--- src/rtl/bafir_pkg.sv ---
// shared constants, coefficient table and lookup for the byte audio fir
package bafir_pkg;

  localparam int unsigned DefTaps   = 24;
  localparam int unsigned CoefCount = 24;
  localparam int unsigned CoefSelW  = $clog2(CoefCount);
  localparam int unsigned CoefIdxW  = 8;   // covers up to 256 taps
  localparam int unsigned CoefW     = 11;
  localparam int unsigned SampW     = 9;
  localparam int unsigned ProdW     = CoefW + SampW;
  localparam int unsigned AccW      = 24;
  localparam int unsigned ByteW     = 8;

  typedef logic signed [CoefW-1:0] coef_t;
  typedef logic signed [SampW-1:0] samp_t;
  typedef logic signed [ProdW-1:0] prod_t;
  typedef logic signed [AccW-1:0]  acc_t;

  // q16 coefficients, newest sample first
  localparam coef_t CoefTable [CoefCount] = '{
    11'sd409,  11'sd296,  11'sd0,    -11'sd308, -11'sd446, -11'sd322, -11'sd1,   11'sd338,
    11'sd489,  11'sd355,  11'sd0,    -11'sd372, -11'sd541, -11'sd393, -11'sd1,   11'sd416,
    11'sd605,  11'sd442,  11'sd0,    -11'sd469, -11'sd687, -11'sd502, -11'sd1,   11'sd540
  };

  // taps past the table weigh zero
  function automatic coef_t coef_at(input logic [CoefIdxW-1:0] idx);
    coef_t c;
    c = '0;
    if (idx < CoefIdxW'(CoefCount)) begin
      c = CoefTable[idx[CoefSelW-1:0]];
    end
    return c;
  endfunction

endpackage

--- src/rtl/bafir_scale.sv ---
// output scaling: floor(acc / (255 * 512)) + 128, clamped to a byte
module bafir_scale (
  input  bafir_pkg::acc_t             acc_i,
  output logic [bafir_pkg::ByteW-1:0] byte_o
);
  import bafir_pkg::*;

  localparam int unsigned Shift = 9;
  localparam int unsigned ShW   = AccW - Shift;

  logic signed [ShW-1:0] a_sh;
  logic                  neg;
  logic [ShW-1:0]        mag;
  logic [ShW:0]          est;
  logic [ByteW-1:0]      q_mag;
  logic signed [ByteW:0] q;
  logic signed [ByteW+1:0] y;

  always_comb begin
    // arithmetic shift floors, so floor division nests cleanly
    a_sh = ShW'(acc_i >>> Shift);
    neg  = a_sh[ShW-1];
    // floor(a / 255) = ~floor(~a / 255) for negative a
    mag  = neg ? ~a_sh : a_sh;
    // n / 255 = (n + (n >> 8) + 1) >> 8, exact for quotients below 256
    est  = {1'b0, mag} + (ShW+1)'(mag >> 8) + (ShW+1)'(1);
    q_mag = est[ByteW +: ByteW];
    q    = neg ? ~{1'b0, q_mag} : {1'b0, q_mag};
    y    = {q[ByteW], q} + (ByteW+2)'(128);
    if (y < 0) begin
      byte_o = '0;
    end else if (y > (ByteW+2)'(255)) begin
      byte_o = '1;
    end else begin
      byte_o = y[ByteW-1:0];
    end
  end

endmodule

--- src/rtl/byte_audio_fir_24tap.sv ---
// top level of the byte audio fir filter with its delay line memory
// Direct-form FIR on unsigned 8-bit audio. Each input transfer carries one byte d,
// turned into the offset s = 2d - 255 and written into a circular delay line held
// in a single-port-read synchronous memory. The block then reads one tap per cycle,
// newest first, multiplies by a fixed q16 coefficient and accumulates, so an item
// occupies the memory read port for one read per tap; its sum then passes the
// finished-sum register and the output register. A new byte can be taken in the
// cycle after the previous one has issued its last read, if a result slot is free,
// while that item's tail is still in the multiply and
// accumulate stages; up to two finished results can wait for the output side. Each
// result is floor(acc / (255 * 512)) + 128, saturated to 0..255; tlast rides along
// unchanged. Delay line entries read as zero until first written after reset.
module byte_audio_fir_24tap #(
  parameter int unsigned Taps = bafir_pkg::DefTaps  // 2 .. 256
) (
  input  logic                         clk_i,
  input  logic                         rst_ni,
  // input stream
  input  logic                         s_axis_tvalid_i,
  output logic                         s_axis_tready_o,
  input  logic [bafir_pkg::ByteW-1:0]  s_axis_tdata_i,   // [7:0] sample_byte
  input  logic                         s_axis_tlast_i,   // last_in
  // output stream
  output logic                         m_axis_tvalid_o,
  input  logic                         m_axis_tready_i,
  output logic [bafir_pkg::ByteW-1:0]  m_axis_tdata_o,   // [7:0] filtered_byte
  output logic                         m_axis_tlast_o    // last_out
);
  import bafir_pkg::*;

  localparam int unsigned AddrW = $clog2(Taps);

  typedef struct packed {
    logic first;  // first tap of an item, restarts the sum
    logic last;   // last tap of an item, closes the sum
    logic tlast;  // frame marker of the item
  } tap_tag_t;

  // input transfer and occupancy
  logic       in_xfer;
  logic       out_xfer;
  logic [1:0] cnt_q, cnt_d;   // items accepted but not yet delivered

  // delay line storage
  samp_t              dline_mem [Taps];
  logic [Taps-1:0]    valid_q;
  samp_t              samp_in;
  samp_t              rdata_q;

  // read sequencer
  logic             busy_q;
  logic [AddrW-1:0] wp_q;
  logic [AddrW-1:0] rd_addr_q;
  logic [AddrW-1:0] tap_cnt_q;
  logic             item_last_q;
  logic             tap_final;

  // stage 1: read data and coefficient
  logic     s1_vld_q;
  tap_tag_t s1_tag_q;
  logic     s1_ok_q;
  coef_t    coef_q;
  samp_t    s1_samp;

  // stage 2: product
  logic     s2_vld_q;
  tap_tag_t s2_tag_q;
  prod_t    prod_q;

  // accumulator and finished sum
  acc_t acc_q;
  acc_t acc_sum;
  logic acc_done;
  logic fin_vld_q;
  logic fin_last_q;
  acc_t fin_acc_q;
  logic fin_to_out;
  logic [ByteW-1:0] fin_byte;

  // output register
  logic             out_vld_q;
  logic [ByteW-1:0] out_data_q;
  logic             out_last_q;

  // accept while no read sweep runs and a result slot is free
  assign s_axis_tready_o = !busy_q && (cnt_q < 2'd2);
  assign in_xfer         = s_axis_tvalid_i && s_axis_tready_o;
  assign out_xfer        = out_vld_q && m_axis_tready_i;

  // 2d - 255 is (2d + 1) - 256: flip the top bit of {d, 1}
  assign samp_in = {~s_axis_tdata_i[ByteW-1], s_axis_tdata_i[ByteW-2:0], 1'b1};

  always_comb begin
    cnt_d = cnt_q;
    if (in_xfer && !out_xfer) begin
      cnt_d = cnt_q + 2'd1;
    end else if (out_xfer && !in_xfer) begin
      cnt_d = cnt_q - 2'd1;
    end
  end

  // delay line memory; the write happens in the accept cycle and reads start
  // on the next cycle, so the newest sample is already visible without bypass
  always_ff @(posedge clk_i) begin
    if (in_xfer) begin
      dline_mem[wp_q] <= samp_in;
    end
    if (busy_q) begin
      rdata_q <= dline_mem[rd_addr_q];
    end
  end

  assign tap_final = (tap_cnt_q == AddrW'(Taps - 1));

  // sequencer: one read per cycle, walking back from the newest entry
  always_ff @(posedge clk_i or negedge rst_ni) begin
    if (!rst_ni) begin
      busy_q      <= 1'b0;
      wp_q        <= '0;
      rd_addr_q   <= '0;
      tap_cnt_q   <= '0;
      item_last_q <= 1'b0;
      valid_q     <= '0;
      cnt_q       <= '0;
    end else begin
      cnt_q <= cnt_d;
      if (in_xfer) begin
        valid_q[wp_q] <= 1'b1;
        busy_q        <= 1'b1;
        rd_addr_q     <= wp_q;
        tap_cnt_q     <= '0;
        item_last_q   <= s_axis_tlast_i;
        wp_q          <= (wp_q == AddrW'(Taps - 1)) ? '0 : wp_q + AddrW'(1);
      end else if (busy_q) begin
        rd_addr_q <= (rd_addr_q == '0) ? AddrW'(Taps - 1) : rd_addr_q - AddrW'(1);
        tap_cnt_q <= tap_cnt_q + AddrW'(1);
        if (tap_final) begin
          busy_q <= 1'b0;
        end
      end
    end
  end

  // stage 1 and stage 2 control
  always_ff @(posedge clk_i or negedge rst_ni) begin
    if (!rst_ni) begin
      s1_vld_q <= 1'b0;
      s2_vld_q <= 1'b0;
    end else begin
      s1_vld_q <= busy_q;
      s2_vld_q <= s1_vld_q;
    end
  end

  always_ff @(posedge clk_i) begin
    if (busy_q) begin
      s1_tag_q <= '{first: (tap_cnt_q == '0), last: tap_final, tlast: item_last_q};
      s1_ok_q  <= valid_q[rd_addr_q];
      coef_q   <= coef_at(CoefIdxW'(tap_cnt_q));
    end
  end

  // unwritten entries count as zero
  assign s1_samp = s1_ok_q ? rdata_q : '0;

  always_ff @(posedge clk_i) begin
    if (s1_vld_q) begin
      s2_tag_q <= s1_tag_q;
      prod_q   <= coef_q * s1_samp;
    end
  end

  assign acc_sum  = s2_tag_q.first ? AccW'(prod_q) : acc_q + AccW'(prod_q);
  assign acc_done = s2_vld_q && s2_tag_q.last;

  always_ff @(posedge clk_i) begin
    if (s2_vld_q) begin
      acc_q <= acc_sum;
    end
    if (acc_done) begin
      fin_acc_q  <= acc_sum;
      fin_last_q <= s2_tag_q.tlast;
    end
  end

  assign fin_to_out = fin_vld_q && (!out_vld_q || m_axis_tready_i);

  bafir_scale u_scale (
    .acc_i  (fin_acc_q),
    .byte_o (fin_byte)
  );

  // finished sum and output register valids
  always_ff @(posedge clk_i or negedge rst_ni) begin
    if (!rst_ni) begin
      fin_vld_q <= 1'b0;
      out_vld_q <= 1'b0;
    end else begin
      if (acc_done) begin
        fin_vld_q <= 1'b1;
      end else if (fin_to_out) begin
        fin_vld_q <= 1'b0;
      end
      if (fin_to_out) begin
        out_vld_q <= 1'b1;
      end else if (m_axis_tready_i) begin
        out_vld_q <= 1'b0;
      end
    end
  end

  always_ff @(posedge clk_i) begin
    if (fin_to_out) begin
      out_data_q <= fin_byte;
      out_last_q <= fin_last_q;
    end
  end

  assign m_axis_tvalid_o = out_vld_q;
  assign m_axis_tdata_o  = out_data_q;
  assign m_axis_tlast_o  = out_last_q;

  // occupancy never goes past the two result slots
  assert property (@(posedge clk_i) disable iff (!rst_ni) cnt_q <= 2'd2)
    else $error("too many items in flight");

  // a closing sum never lands on a finished sum that cannot move on
  assert property (@(posedge clk_i) disable iff (!rst_ni)
    acc_done && fin_vld_q |-> fin_to_out)
    else $error("finished sum overwritten");

  // with nothing outstanding, no result is held anywhere
  assert property (@(posedge clk_i) disable iff (!rst_ni)
    cnt_q == 2'd0 |-> !out_vld_q && !fin_vld_q && !busy_q)
    else $error("result held with no item outstanding");

  // a read sweep only starts from an accepted transfer
  assert property (@(posedge clk_i) disable iff (!rst_ni)
    $rose(busy_q) |-> $past(in_xfer) && tap_cnt_q == '0)
    else $error("read sweep started without a transfer");

endmodule

--- config.mk ---
export PLATFORM = sky130hd
export DESIGN_NAME = byte_audio_fir_24tap
export DESIGN_NICKNAME = d
export VERILOG_FILES = /design/src/rtl/bafir_pkg.sv /design/src/rtl/bafir_scale.sv /design/src/rtl/byte_audio_fir_24tap.sv
export SDC_FILE = /design/constraint.sdc
export NUM_CORES = 1
export LEC_CHECK = 0
export BUFFER_PORTS_ARGS = -buffer_cell sky130_fd_sc_hd__buf_2
export CAP_MARGIN = 20
export CORE_MARGIN = 3
export CORE_UTILIZATION = 50
export CTS_BUF_LIST = sky130_fd_sc_hd__clkbuf_4 sky130_fd_sc_hd__clkbuf_8
export DETAILED_ROUTE_END_ITERATION = 6
export PLACE_DENSITY_LB_ADDON = 0.15
export REMOVE_ABC_BUFFERS = 1
export SYNTH_ARGS = -nofsm -noshare
export SYNTH_HDL_FRONTEND = slang
export SYNTH_SLANG_ARGS = --single-unit
--- constraint.sdc ---
create_clock -name clk_i -period 4.9 [get_ports clk_i]
set_input_delay 0.98 -clock clk_i [delete_from_list [all_inputs] [get_ports clk_i]]
set_output_delay 0.98 -clock clk_i [all_outputs]
set_load 0.005 [all_outputs]
## Yosys cells after proc, flatten, opt, wreduce, memory -nomap -nowiden

Memories as Yosys holds them, arrays and structs flattened. A register that Yosys moved wholly into a read port is not among the register bits.
Index checks and enable logic that the tools add are counted.

- Add/sub/neg operators: 9
- Multipliers: 1
- $lt $le $gt $ge: 7
- Equal/unequal tests: 2
- Muxes and demuxes: 26
- Bitwise logic cells: 5
- Reductions and logical operators: 20

Operators with widths:

| operator | count |
|---|---|
| $mux W5 | 6 |
| $add A24 B20 Y24 | 1 |
| $mux W24 | 1 |
| $or A24 B24 Y24 | 1 |
| $mul A11 B9 Y20 | 1 |
| $mux W9 | 2 |
| $add A15 B7 Y16 | 1 |
| $add A16 B1 Y16 const B | 1 |
| $mux W15 | 1 |
| $not A15 Y15 | 1 |
| $lt A5 B6 Y1 const B | 2 |
| $mux W1 | 11 |
| $add A5 B1 Y5 const B | 2 |
| $add A9 B9 Y10 const B | 1 |
| $eq A5 B5 Y1 const B | 2 |
| $gt A10 B9 Y1 const B | 1 |
| $logic_not A5 Y1 | 2 |
| $lt A10 B1 Y1 const B | 1 |
| $not A8 Y9 | 1 |
| $logic_and A1 B1 Y1 | 8 |
| $mux W8 | 1 |
| $reduce_bool A2 Y1 | 4 |
| $not A5 Y6 | 1 |
| $bmux W1 S5 | 1 |
| other kinds (11) | 16 |

- Bits in registers: 141
- Bits in writable memories: 192
- ROM bits: 352
- Logic and storage cells: 97
- Memories: 2

Memories:

| memory | words | bits a word | read ports | clocked after Yosys merged registers in | wr ports | RTL line | text |
|---|---|---|---|---|---|---|---|
| (no name shown) | 32 | 11 | 1 | 1 | 0 | bafir_pkg.sv:31 | `c = CoefTable[idx[CoefSelW-1:0]];` |
| dline_mem | 24 | 8 | 1 | 1 | 1 | byte_audio_fir_24tap.sv:45 | `samp_t dline_mem [Taps];` |

## Depth between registers and ports, before layout

Gate-level depths: netlist of the first run.

- Word-level depth: 9
- Mapped depth: 20

## Modules after synthesis

From an unflattened synthesis of the first run, not the netlist that was laid out.

- Cell total of the unflattened synthesis: 1405
- Area, all modules: 18685.4 um^2

By module, submodules not included:

| module | times used | cells an instance | area each (um^2) | seq. area each (um^2) |
|---|---|---|---|---|
| byte_audio_fir_24tap | 1 | 1335 | 18189.9 | 10064.7 |
| bafir_scale | 1 | 70 | 495.5 | 0.0 |

## Least setup slack after synthesis of the first run

OpenSTA, ideal clock, no wires.

- Path kind: register -> register
- Start point: reg s1_ok_q
- End point: reg prod_q[18], data pin
- Setup time: 0.260 ns
- Arrival: 4.969 ns
- Slack: -0.329 ns
- Stages on the path, launching flop included: 19
- Clock period less this slack: 5.229 ns
- Path through: edfxtp_1 > clkbuf_1 > clkbuf_1 > nand3_1 > fa_1 > inv_1 > fa_1 > fa_1 > fa_1 > inv_1 > fa_1 > inv_1 > ha_1 > o21ai_0 > o21ai_0 > nand3b_1 > a31oi_1 > mux2i_1 > nand2_1

- Word-level cells in the longest chain between the ends: 2

RTL lines:

| what | RTL line | text |
|---|---|---|
| from (decl) | byte_audio_fir_24tap.sv:61 | `logic s1_ok_q;` |
| from (signal assigned) | byte_audio_fir_24tap.sv:158 | `s1_ok_q <= valid_q[rd_addr_q];` |
| $mux W9 | byte_audio_fir_24tap.sv:164 | `assign s1_samp = s1_ok_q ? rdata_q : '0;` |
| $mul A11 B9 Y20 | byte_audio_fir_24tap.sv:169 | `prod_q <= coef_q * s1_samp;` |
| to (signal assigned) | byte_audio_fir_24tap.sv:169 |  |
| to (decl) | byte_audio_fir_24tap.sv:68 | `prod_t prod_q;` |

Every way passes these cells.
A chain may end at the register's enable or synchronous reset.

## Worst setup path in the final report of the first run

Ends and elaborated chain as after synthesis.

==> results by group, run 1 <==
Floorplan
  – DIE WIDTH: between 150 and 200 um
  – Die Height: just under 200 um
  – Starting Density: around half
  – Core Box Area: between 30,000 and 40,000 um^2
  – # rows: 69
  – Die area: 39,160 um^2
  – IO Pins: 24

Worst setup path
  – CP required: 5260 ps
  – Most common cell on crit path: fa_1
  – Slowest Stage Delay on Critical Path: 570 ps
  – Critical Path AT: ~5200 ps
  – FF-to-FF setup slack: ~35 ps
  – Crit path kind: flip-flop to flip-flop
  – Crit path max fanout: 10
  – CP startpoint kind: flip-flop
  – Bufs and invs on worst path: 4
  – Largest delay contributor family on the critical path: adder cells
  – Worst path slowest cell: fa_1
  – Crit end category: flip-flop
  – Cell chain of the critical path: buf_6, buf_12, and3_4, fa_2, fa_1, fa_1, fa_1, inv_1, fa_1, inv_2, ha_4, o21ai_2, o21ai_2, nand3b_1, a31oi_4, mux2i_1, nand2_1

Synth
  – Synthesis Warnings: 0
  – Mapped cell area: ~18,000 um^2
  – Register area share after synthesis: a little over half
  – Post-synth EDFFs: between 200 and 300
  – Cells after synthesis: 1,372
  – Synth Flop Type: edfxtp_1
  – Yosys reg bits: 334
  – Netlist cell types: 66
  – Avg Inst Size Synth: 13.42 um^2
  – Ys async rst share: 14.07%

Clock tree
  – Inserted Clock Buffers: 55
  – CTS tree: done
  – Clock Latency Late Sink: between 600 and 700 ps
  – # H-tree levels: 2
  – Sink Count: 334
  – Clk buf depth: 3
  – Clock slew seen by the registers of the worst setup and hold paths: ~60 ps
  – Root Driver: clkbuf_8

Global routing
  – Number of global-route vias before repair: approximately 12k
  – Antenna violations before repair: 0
  – Largest net degree at the start of global routing: 48
  – Gr usage total: roughly a fifth
  – First-pass GRT wire length: about 60,000 um
  – GRT overflow: 0

STA
  – Setup Skew: about 30 ps
  – Final Hold Viols: 0
  – Fin crit share: between 90% and 100%
  – Final Slew Violations: 0
  – Rel. slew slack: between 30% and 40%
  – Final setup fails: 0
  – Unrepaired setup endpoints after global routing: true
  – WHS: 428.4 ps
  – FMAX: slightly above 200 MHz
  – Final Critical Period: roughly 4900 ps
  – Worst-Margin Slew: 1031 ps

Final layout
  – Commonest non-fill, non-tap cell in the layout: edfxtp_1
  – # fillers: ~2.9k
  – Commonest non-fill, non-tap cells in the layout: edfxtp_1 (287), inv_1 (104), nand2_1 (92)
  – Fin nets: about 1.7k
  – Synth-to-layout area growth: 14.89%
  – Ant. Diodes: 0
  – Share of layout cells above drive strength 1: 24.41%

Route
  – TritonRoute pass-1 iters: 5
  – Vias post-DR: about 11k
  – Routed Wire Length: about 37,000 um
  – Antenna Violating Nets Remaining: 0
  – Drt via density: 5.548
  – DRC Markers: 0
  – WL/cell: approximately 19 um
  – Initial drt markers: 563

Placed design
  – Detailed placement HPWL: roughly 26,000 um
  – RD Place Congestion: ~0.86
  – Port bufs: 23

Status
  – Status: finished, final reports clean

Worst hold path
  – HP Class: flip-flop to flip-flop

Job
  – Max-cap viol count: 0
[sequential cells by signal (all words and copies together), names as in the netlist, 2 cells and up]
register	cells
acc_q	24
cnt_q	2
coef_q	11
dline_mem	192
fin_acc_q	15
m_axis_tdata_o	8
prod_q	20
rd_addr_q	5
rdata_q	8
s1_tag_q	3
s2_tag_q	3
tap_cnt_q	5
valid_q	24
wp_q	5
[area by class of cell]
type / count / area (um^2) / share of cell area [%]
clock buffer: 73 / 904.6 / 4.277
clock inverter: 26 / 266.5 / 1.260
tap: 461 / 576.8 / 2.727
multi-input combinational: 861 / 8343 / 39.45
inverter: 114 / 432.9 / 2.047
sequential: 334 / 9799 / 46.33
timing repair buffer: 108 / 827.0 / 3.910
[per-layer routing]
metal | vias to the layer above | part of all wire (%) | track usage [%]
met1 | 5517 | 42 | 24.71
met5 | - | 0 | 0
met4 | 0 | 2.5 | 6.186
met2 | 156 | 53 | 35.73
li1 | 5238 | - | -
met3 | 58 | 2.9 | 2.944
[cell families after synthesis]
family,count (synthesis),share of synthesized area (%)
muxes,84,8.876
xor gates and xnor gates,54,2.569
DFF,334,53.20
adders and majority gates,172,15.16
AOI/OAI and AO/OA,189,6.872
and+or+nand+nor,362,9.583
buffers and inverters,177,3.738
[per-stage QoR]
step | worst slack, ps | setup TNS, ps | std cells | util (%) | cell area [um^2]
CTS | 7.428 | 0 | 1975 | 58.25 | 20920
finish | 35.44 | 0 | 1977 | 58.89 | 21150
global placement | -246.7 | -951.4 | 1873 | 54.18 | 19460
floorplan | -1282 | -11720 | 1309 | - | 18150
global route | -135.7 | -696.0 | 1977 | 58.89 | 21150
detailed placement | -323.8 | -1342 | 1874 | 54.21 | 19470
[worst paths after layout]
path	cells past startpoint	to	start
min in group asynchronous	2	valid_q[15]	rst_ni
min reg2reg	0	s2_tag_q[2]	s1_tag_q[2]
max in group asynchronous	2	rd_addr_q[0]	rst_ni
min	0	s2_tag_q[2]	s1_tag_q[2]
max reg2reg	17	prod_q[18]	s1_ok_q
max	17	prod_q[18]	s1_ok_q
[what timing repair did]
item,in CTS,in global routing
pin swaps,35,48
gates resized for setup,48,43
hold buffers,0,0
setup endpoints to repair,7,8
buffers inserted,1,2
cloned,1,1
[synth_stat cells (38+ instances only)]
library cell | n | area share [%]
inv_1 | 112 | 2.3
and3_1 | 44 | 1.5
nor2_1 | 88 | 1.8
o21ai_0 | 43 | 1.2
nand3_1 | 41 | 1.1
dfrtp_1 | 47 | 6.4
a21oi_1 | 38 | 1.0
fa_1 | 85 | 9.2
nand2_1 | 96 | 2.0
ha_1 | 87 | 5.9
mux4_2 | 63 | 7.7
edfxtp_1 | 287 | 47
clkbuf_1 | 41 | 0.84
Power of run 1 is left out: the tool's default activity adds up to more than one toggle a clock period on the data nets, which glitch-free logic cannot reach.
==> inputs of run 2 (changes only) <==
- ABC_AREA: unset -> 1
- CORE_UTILIZATION: 50 -> 55
==> run 2 against run 1 <==
- worst hold slack improved by 7.2 ps
- die area fell by 5.2%
- routed wire length rose by 19%
- cell count rose by 28%
- sequential share of layout area fell by 0.75 points
- register-to-register slack improved by 80 ps
- first-iteration DRC count rose by 59%
- clock skew rose by 19 ps
- non-clock buffer count fell by 22
- critical path type unchanged
==> results by group, run 2 <==
Status
  – Status: finished, final reports clean

STA
  – Final Critical Period: 4789 ps (-75.87 ps)
  – Final Slew Violations: 0 (unchanged)
  – Final Hold Viols: 0 (unchanged)
  – Setup TNS: 0 ps (unchanged)
  – Fin crit share: 97.73% (-1.5 points)
  – Rel. slew slack: 25.77% (-5.2 points)
  – Worst-Margin Slew: 1113 ps (+82.24 ps)
  – Unrepaired setup endpoints after global routing: true
  – Final setup fails: 0 (unchanged)
  – WHS: 435.6 ps (+7.250 ps)
  – Setup Skew: 49.12 ps (+19.02 ps)
  – FMAX: 208.8 MHz (+1.6%)

Worst setup path
  – Reg2Reg Depth: 18 (+1)
  – Crit end category: flip-flop
  – CP startpoint kind: flip-flop
  – Crit path max fanout: 12 (+2)
  – Crit path kind: flip-flop to flip-flop
  – Critical Path AT: 5140 ps (-90 ps)
  – CP required: 5250 ps (about the same)

Route
  – DRC Markers: 0 (unchanged)
  – WL/cell: 17.59 um (-7.2%)
  – Drt via density: 5.390 (-2.9%)
  – TritonRoute pass-1 iters: 5 (unchanged)
  – Vias post-DR: 13.63k (+24%)
  – Antenna Violating Nets Remaining: 0 (unchanged)
  – Initial drt markers: 894 (+59%)
  – Routed Wire Length: 44,490 um (+19%)

Synth
  – Post-synth EDFFs: 287 (unchanged)
  – Ys async rst share: 14.07% (unchanged)
  – Yosys reg bits: 334 (unchanged)
  – Netlist cell types: 49 (-26%)
  – Cells after synthesis: 1,951 (+42%)
  – Synth Flop Type: edfxtp_1
  – Mapped cell area: 19,170 um^2 (+4.2%)
  – Main area contributors after synthesis: edfxtp_1 (45%), fa_1 (8.9%), nand2_1 (7.8%), dfrtp_1 (6.1%), ha_1 (5.7%)
  – Register area share after synthesis: 51.08% (-2.1 points)
  – Yosys top cell by area: edfxtp_1
  – Synthesis Warnings: 0 (unchanged)
  – Avg Inst Size Synth: 9.828 um^2 (-27%)
  – Post-synth top cells: nand2_1 (400), edfxtp_1 (287), inv_1 (251), nor2_1 (244), o21ai_0 (140)
  – Top-count cell post-synth: nand2_1
  – Yosys top cell area share: 44.95% (-1.9 points)

Floorplan
  – IO Pins: 24 (unchanged)
  – Die Height: 192.7 um (-2.6%)
  – Starting Density: 56.48% (+5.2 points)
  – Core Box Area: 33,950 um^2 (-5.5%)
  – DIE WIDTH: 192.7 um (-2.6%)
  – # rows: 67 (-2.9%)
  – Die area: 37,140 um^2 (-5.2%)

Global routing
  – First-pass GRT wire length: 70,280 um (+14%)
  – Antenna violations before repair: 0 (unchanged)
  – Met3 Track Usage GR: 3.306% (+0.36 points)
  – Number of global-route vias before repair: 13.47k (+16%)
  – GRT overflow: 0 (unchanged)
  – GR Layer Usage met1: 32.39% (+7.7 points)
  – M2 GR Usage: 41.72% (+6.0 points)
  – Gr usage total: 24.65% (+4.9 points)
  – Top Usage Layer GRT: met2
  – Largest net degree at the start of global routing: 65 (+35%)

Final layout
  – Top Registers: dline_mem x192, acc_q x24, valid_q x24
  – Non-filler cells in the finished layout: 2,529 (+28%)
  – Synth-to-layout area growth: 12.09%
  – Fin nets: 2,220 (+34%)
  – Commonest non-fill, non-tap cells in the layout: nand2_1 (387), edfxtp_1 (287), inv_1 (242), nor2_1 (242), o21ai_0 (138)
  – # fillers: 2,872 (+0.56%)
  – Ant. Diodes: 0 (unchanged)
  – Max reg flops: 192 (unchanged)
  – Biggest register: dline_mem
  – Share of layout cells above drive strength 1: 13.21% (-11 points)
  – Commonest non-fill, non-tap cell in the layout: nand2_1

Clock tree
  – # H-tree levels: 2 (unchanged)
  – Root Driver: clkbuf_8
  – Clock slew seen by the registers of the worst setup and hold paths: 60 ps (about the same)
  – CTS tree: done
  – Inserted Clock Buffers: 55 (unchanged)
  – Sink Count: 334 (unchanged)
  – Clock Latency Late Sink: 640 ps (about the same)
  – Hold buffer count at CTS: 0 (unchanged)
  – Clk buf depth: 3 (unchanged)

Worst hold path
  – HP Class: flip-flop to flip-flop
  – Min-Delay Path Depth: 0 (unchanged)

Placed design
  – Placed insts: 2,419 (+29%)
  – Port bufs: 23 (unchanged)
  – RD Place Congestion: 0.9301 (+8.2%)
  – Detailed placement HPWL: 31,640 um (+20%)

Job
  – Max-cap viol count: 0 (unchanged)
-- run 2: what timing repair did --
item | in CTS | in global routing
gates resized for setup | 6 | 63
setup endpoints to repair | 7 | 11
pin swaps | 2 | 22
buffers inserted | 3 | 2
endpoints found under the hold margin | 0 | 0
-- run 2: final timing paths --
| path | start | to | slack (ps) |
|---|---|---|---|
| setup reg to reg | s1_ok_q | prod_q[11] | 110 |
| max in group asynchronous | rst_ni | rd_addr_q[0] | 3920 |
| min in group asynchronous | rst_ni | tap_cnt_q[3] | 470 |
| hold reg to reg | s2_tag_q[0] | fin_last_q | 440 |
| hold / removal | s2_tag_q[0] | fin_last_q | 440 |
| setup / recovery | s1_ok_q | prod_q[11] | 110 |
-- run 2: logic make-up after synthesis --
family | Yosys count | synth area share, %
adders and majority gates | 172 | 14.55
buffers and inverters | 319 | 6.597
DFF | 334 | 51.08
AOI/OAI and AO/OA | 290 | 8.600
xor gates and xnor gates | 39 | 1.997
and+or+nand+nor | 797 | 17.17
-- run 2: critical path, cell delays in order, from the launching register on --
cell,delay (ps)
edfxtp_1,450
buf_6,160
buf_12,140
nand3_1,90
fa_1,440
fa_1,520
inv_1,60
fa_1,520
fa_1,530
inv_1,60
fa_1,520
inv_2,50
ha_4,290
inv_2,70
nor3_4,120
a21oi_1,90
buf_4,150
buf_4,130
xnor2_1,110
-- run 2: layer usage --
metal	wire, um	share of wire, %	vias up
met5	0	0	-
li1	-	-	6662
met4	1547	3.5	0
met2	21960	49	366
met3	2155	4.8	89
met1	18830	42	6514
-- run 2: cell type report --
cell class,instances,area (um^2),share of cell area [%]
Sequential cell,334,9797,45.58
Multi-Input combinational cell,1298,8372,38.95
Inverter,260,977.2,4.547
Clock buffer,80,963.4,4.483
Timing Repair Buffer,86,619.3,2.882
Tap cell,448,560.5,2.608
Clock inverter,23,202.7,0.9431
-- run 2: per-stage QoR --
stage / instance area [um^2] / setup WS, ps / utilization [%]
floorplan: 18890 / -157.9 / -
global placement: 19980 / -31.54 / 58.86
detailed placement: 19980 / -95.82 / 58.86
CTS: 21180 / -41.12 / 62.40
global route: 21490 / -76.33 / 63.30
finish: 21490 / 111.3 / 63.30
Power of run 2 is left out for the same reason.
==> inputs of run 3 (changes only) <==
- SETUP_SLACK_MARGIN: unset -> 0.2
==> run 3 against run 2 <==
- register-to-register slack better by 30 ps
- non-clock buffer count grew 13
- clock skew decreased by 4.3 ps
- first-iteration DRC count down 7.5%
- via count grew 0.95%
- critical path type unchanged
- largest cell class unchanged
==> results by group, run 3 (synthesized netlist as in run 2, its figures left out) <==
Clock tree
  – CTS tree: done
  – Sink Count: 334 (unchanged)
  – Clock slew seen by the registers of the worst setup and hold paths: 70 ps (about the same)
  – # H-tree levels: 2 (unchanged)
  – Root Driver: clkbuf_8
  – Inserted Clock Buffers: 55 (unchanged)
  – Clock Latency Late Sink: 650 ps (about the same)
  – Clk buf depth: 3 (unchanged)

STA
  – Worst-Margin Slew: 1108 ps (-5.938 ps)
  – Final Slew Violations: 0 (unchanged)
  – FMAX: 210.0 MHz (+0.57%)
  – Fin crit share: 97.17% (-0.56 points)
  – Final Critical Period: 4761 ps (-27.25 ps)
  – Rel. slew slack: 26.17% (+0.40 points)
  – Setup TNS: 0 ps (unchanged)
  – Final Hold Viols: 0 (unchanged)
  – WHS: 434.3 ps (-1.371 ps)
  – Final setup fails: 0 (unchanged)
  – Unrepaired setup endpoints after global routing: true
  – Setup Skew: 44.78 ps (-4.339 ps)

Final layout
  – Fin nets: 2,233 (+0.59%)
  – Synth-to-layout area growth: 14.09%
  – Biggest register: dline_mem
  – Commonest non-fill, non-tap cells in the layout: nand2_1 (380), edfxtp_1 (287), inv_1 (236), nor2_1 (236), o21ai_0 (137)
  – Share of layout cells above drive strength 1: 15.90% (+2.7 points)
  – Commonest non-fill, non-tap cell in the layout: nand2_1
  – Fin util: 64.44% (+1.1 points)
  – Max reg flops: 192 (unchanged)
  – Top Registers: dline_mem x192, acc_q x24, valid_q x24
  – Design Area, Final: 21,880 um^2 (+1.8%)
  – Ant. Diodes: 0 (unchanged)

Status
  – Status: finished, final reports clean

Global routing
  – GR Layer Usage met1: 32.50% (+0.11 points)
  – Number of global-route vias before repair: 13.58k (+0.81%)
  – GRT overflow: 0 (unchanged)
  – Top Usage Layer GRT: met2
  – Largest net degree at the start of global routing: 65 (unchanged)
  – Gr usage total: 24.90% (+0.25 points)
  – First-pass GRT wire length: 70,980 um (+1.0%)
  – Met3 Track Usage GR: 3.233% (-0.073 points)
  – Antenna violations before repair: 0 (unchanged)
  – M2 GR Usage: 42.28% (+0.56 points)

Floorplan
  – # rows: 67 (unchanged)
  – Starting Density: 56.48% (unchanged)
  – Die area: 37,140 um^2 (unchanged)
  – IO Pins: 24 (unchanged)
  – DIE WIDTH: 192.7 um (unchanged)
  – Die Height: 192.7 um (unchanged)
  – Core Box Area: 33,950 um^2 (unchanged)

Worst hold path
  – Min-Delay Startpoint: s2_tag_q[0]
  – Min-Delay Path Depth: 0 (unchanged)
  – HP Class: flip-flop to flip-flop
  – Sink of the worst hold path: fin_last_q

Route
  – Initial drt markers: 827 (-7.5%)
  – TritonRoute pass-1 iters: 5 (unchanged)
  – Antenna Violating Nets Remaining: 0 (unchanged)
  – Drt via density: 5.413 (+0.43%)
  – WL/cell: 17.85 um (+1.5%)
  – Routed Wire Length: 45,370 um (+2.0%)
  – DRC Markers: 0 (unchanged)
  – Vias post-DR: 13.76k (+0.95%)

Placed design
  – Port bufs: 23 (unchanged)
  – Detailed placement HPWL: 31,640 um (unchanged)
  – Instance area after placement: 19,980 um^2 (unchanged)
  – RD Place Congestion: 0.9301 (unchanged)

Worst setup path
  – Worst path slowest cell: fa_1
  – Slowest Stage Delay on Critical Path: 540 ps (about the same)
  – Cell chain of the critical path: buf_6, nand2_4, inv_4, nand2_2, fa_1, fa_1, inv_2, fa_1, fa_1, inv_2, fa_1, inv_2, ha_4, inv_4, nor3_4, a21oi_2, buf_4, buf_4, xnor2_1
  – Crit path max fanout: 4 (-8)
  – Crit Reg-Reg Startpoint: s1_ok_q
  – Largest delay contributor family on the critical path: adder cells
  – Crit path kind: flip-flop to flip-flop
  – CP startpoint kind: flip-flop
  – Critical Path AT: 5120 ps (-20 ps)
  – FF-to-FF setup slack: 140 ps (+30 ps)
  – Crit end category: flip-flop
  – R2R Path End: prod_q[11]
  – Reg2Reg Depth: 19 (+1)
  – Most common cell on crit path: fa_1
  – CP required: 5260 ps (about the same)
  – Bufs and invs on worst path: 8 (unchanged)

Job
  – Max-cap viol count: 0 (unchanged)
-- run 3: changes by cell type in the layout (fill, tap and decap cells not counted), sizes merged --
cell	change
buf	+13
clkinv	-1
inv	+1
-- run 3: routing by layer --
metal / part of all wire [%] / vias to the layer above
met2: 49 / 369
met4: 3.5 / 0
met1: 42 / 6613
met5: 0 / -
li1: - / 6689
met3: 4.9 / 89
-- run 3: metrics by stage --
| step | cells | setup slack, ps |
|---|---|---|
| 6_report | 2542 | 138.6 |
| 2_1_floorplan | 1892 | -157.9 |
| 5_1_grt | 2542 | -9.340 |
| 3_5_place_dp | 2419 | -95.82 |
| 4_1_cts | 2528 | 168.3 |
| 3_3_place_gp | 2419 | -31.54 |
-- run 3: how the worst max path moves through the flow --
stage                       start         end  depth (start not counted)
after floorplan           s1_ok_q  prod_q[19]                         18
after global placement    s1_ok_q  prod_q[19]                         18
after detailed placement  s1_ok_q  prod_q[19]                         20
after CTS                 s1_ok_q  prod_q[11]                         19
after global routing      s1_ok_q  prod_q[15]                         22
final                     s1_ok_q  prod_q[11]                         19
-- run 3: layout make-up --
type / count / area [um^2]
clock buffer: 80 / 963.4
clock inverter: 23 / 202.7
fill: 2810 / 12070
inverter: 260 / 991.0
multi-input combinational: 1298 / 8628
sequential: 334 / 9797
tap: 448 / 560.5
timing repair buffer: 99 / 734.5
-- run 3: what timing repair did --
item	CTS	global route
hold buffers	0	0
resized for setup	52	78
pin swaps	25	48
setup buffers	6	12
setup endpoints to repair	11	11
endpoints found under the hold margin	0	0
Power of run 3 is left out for the same reason.
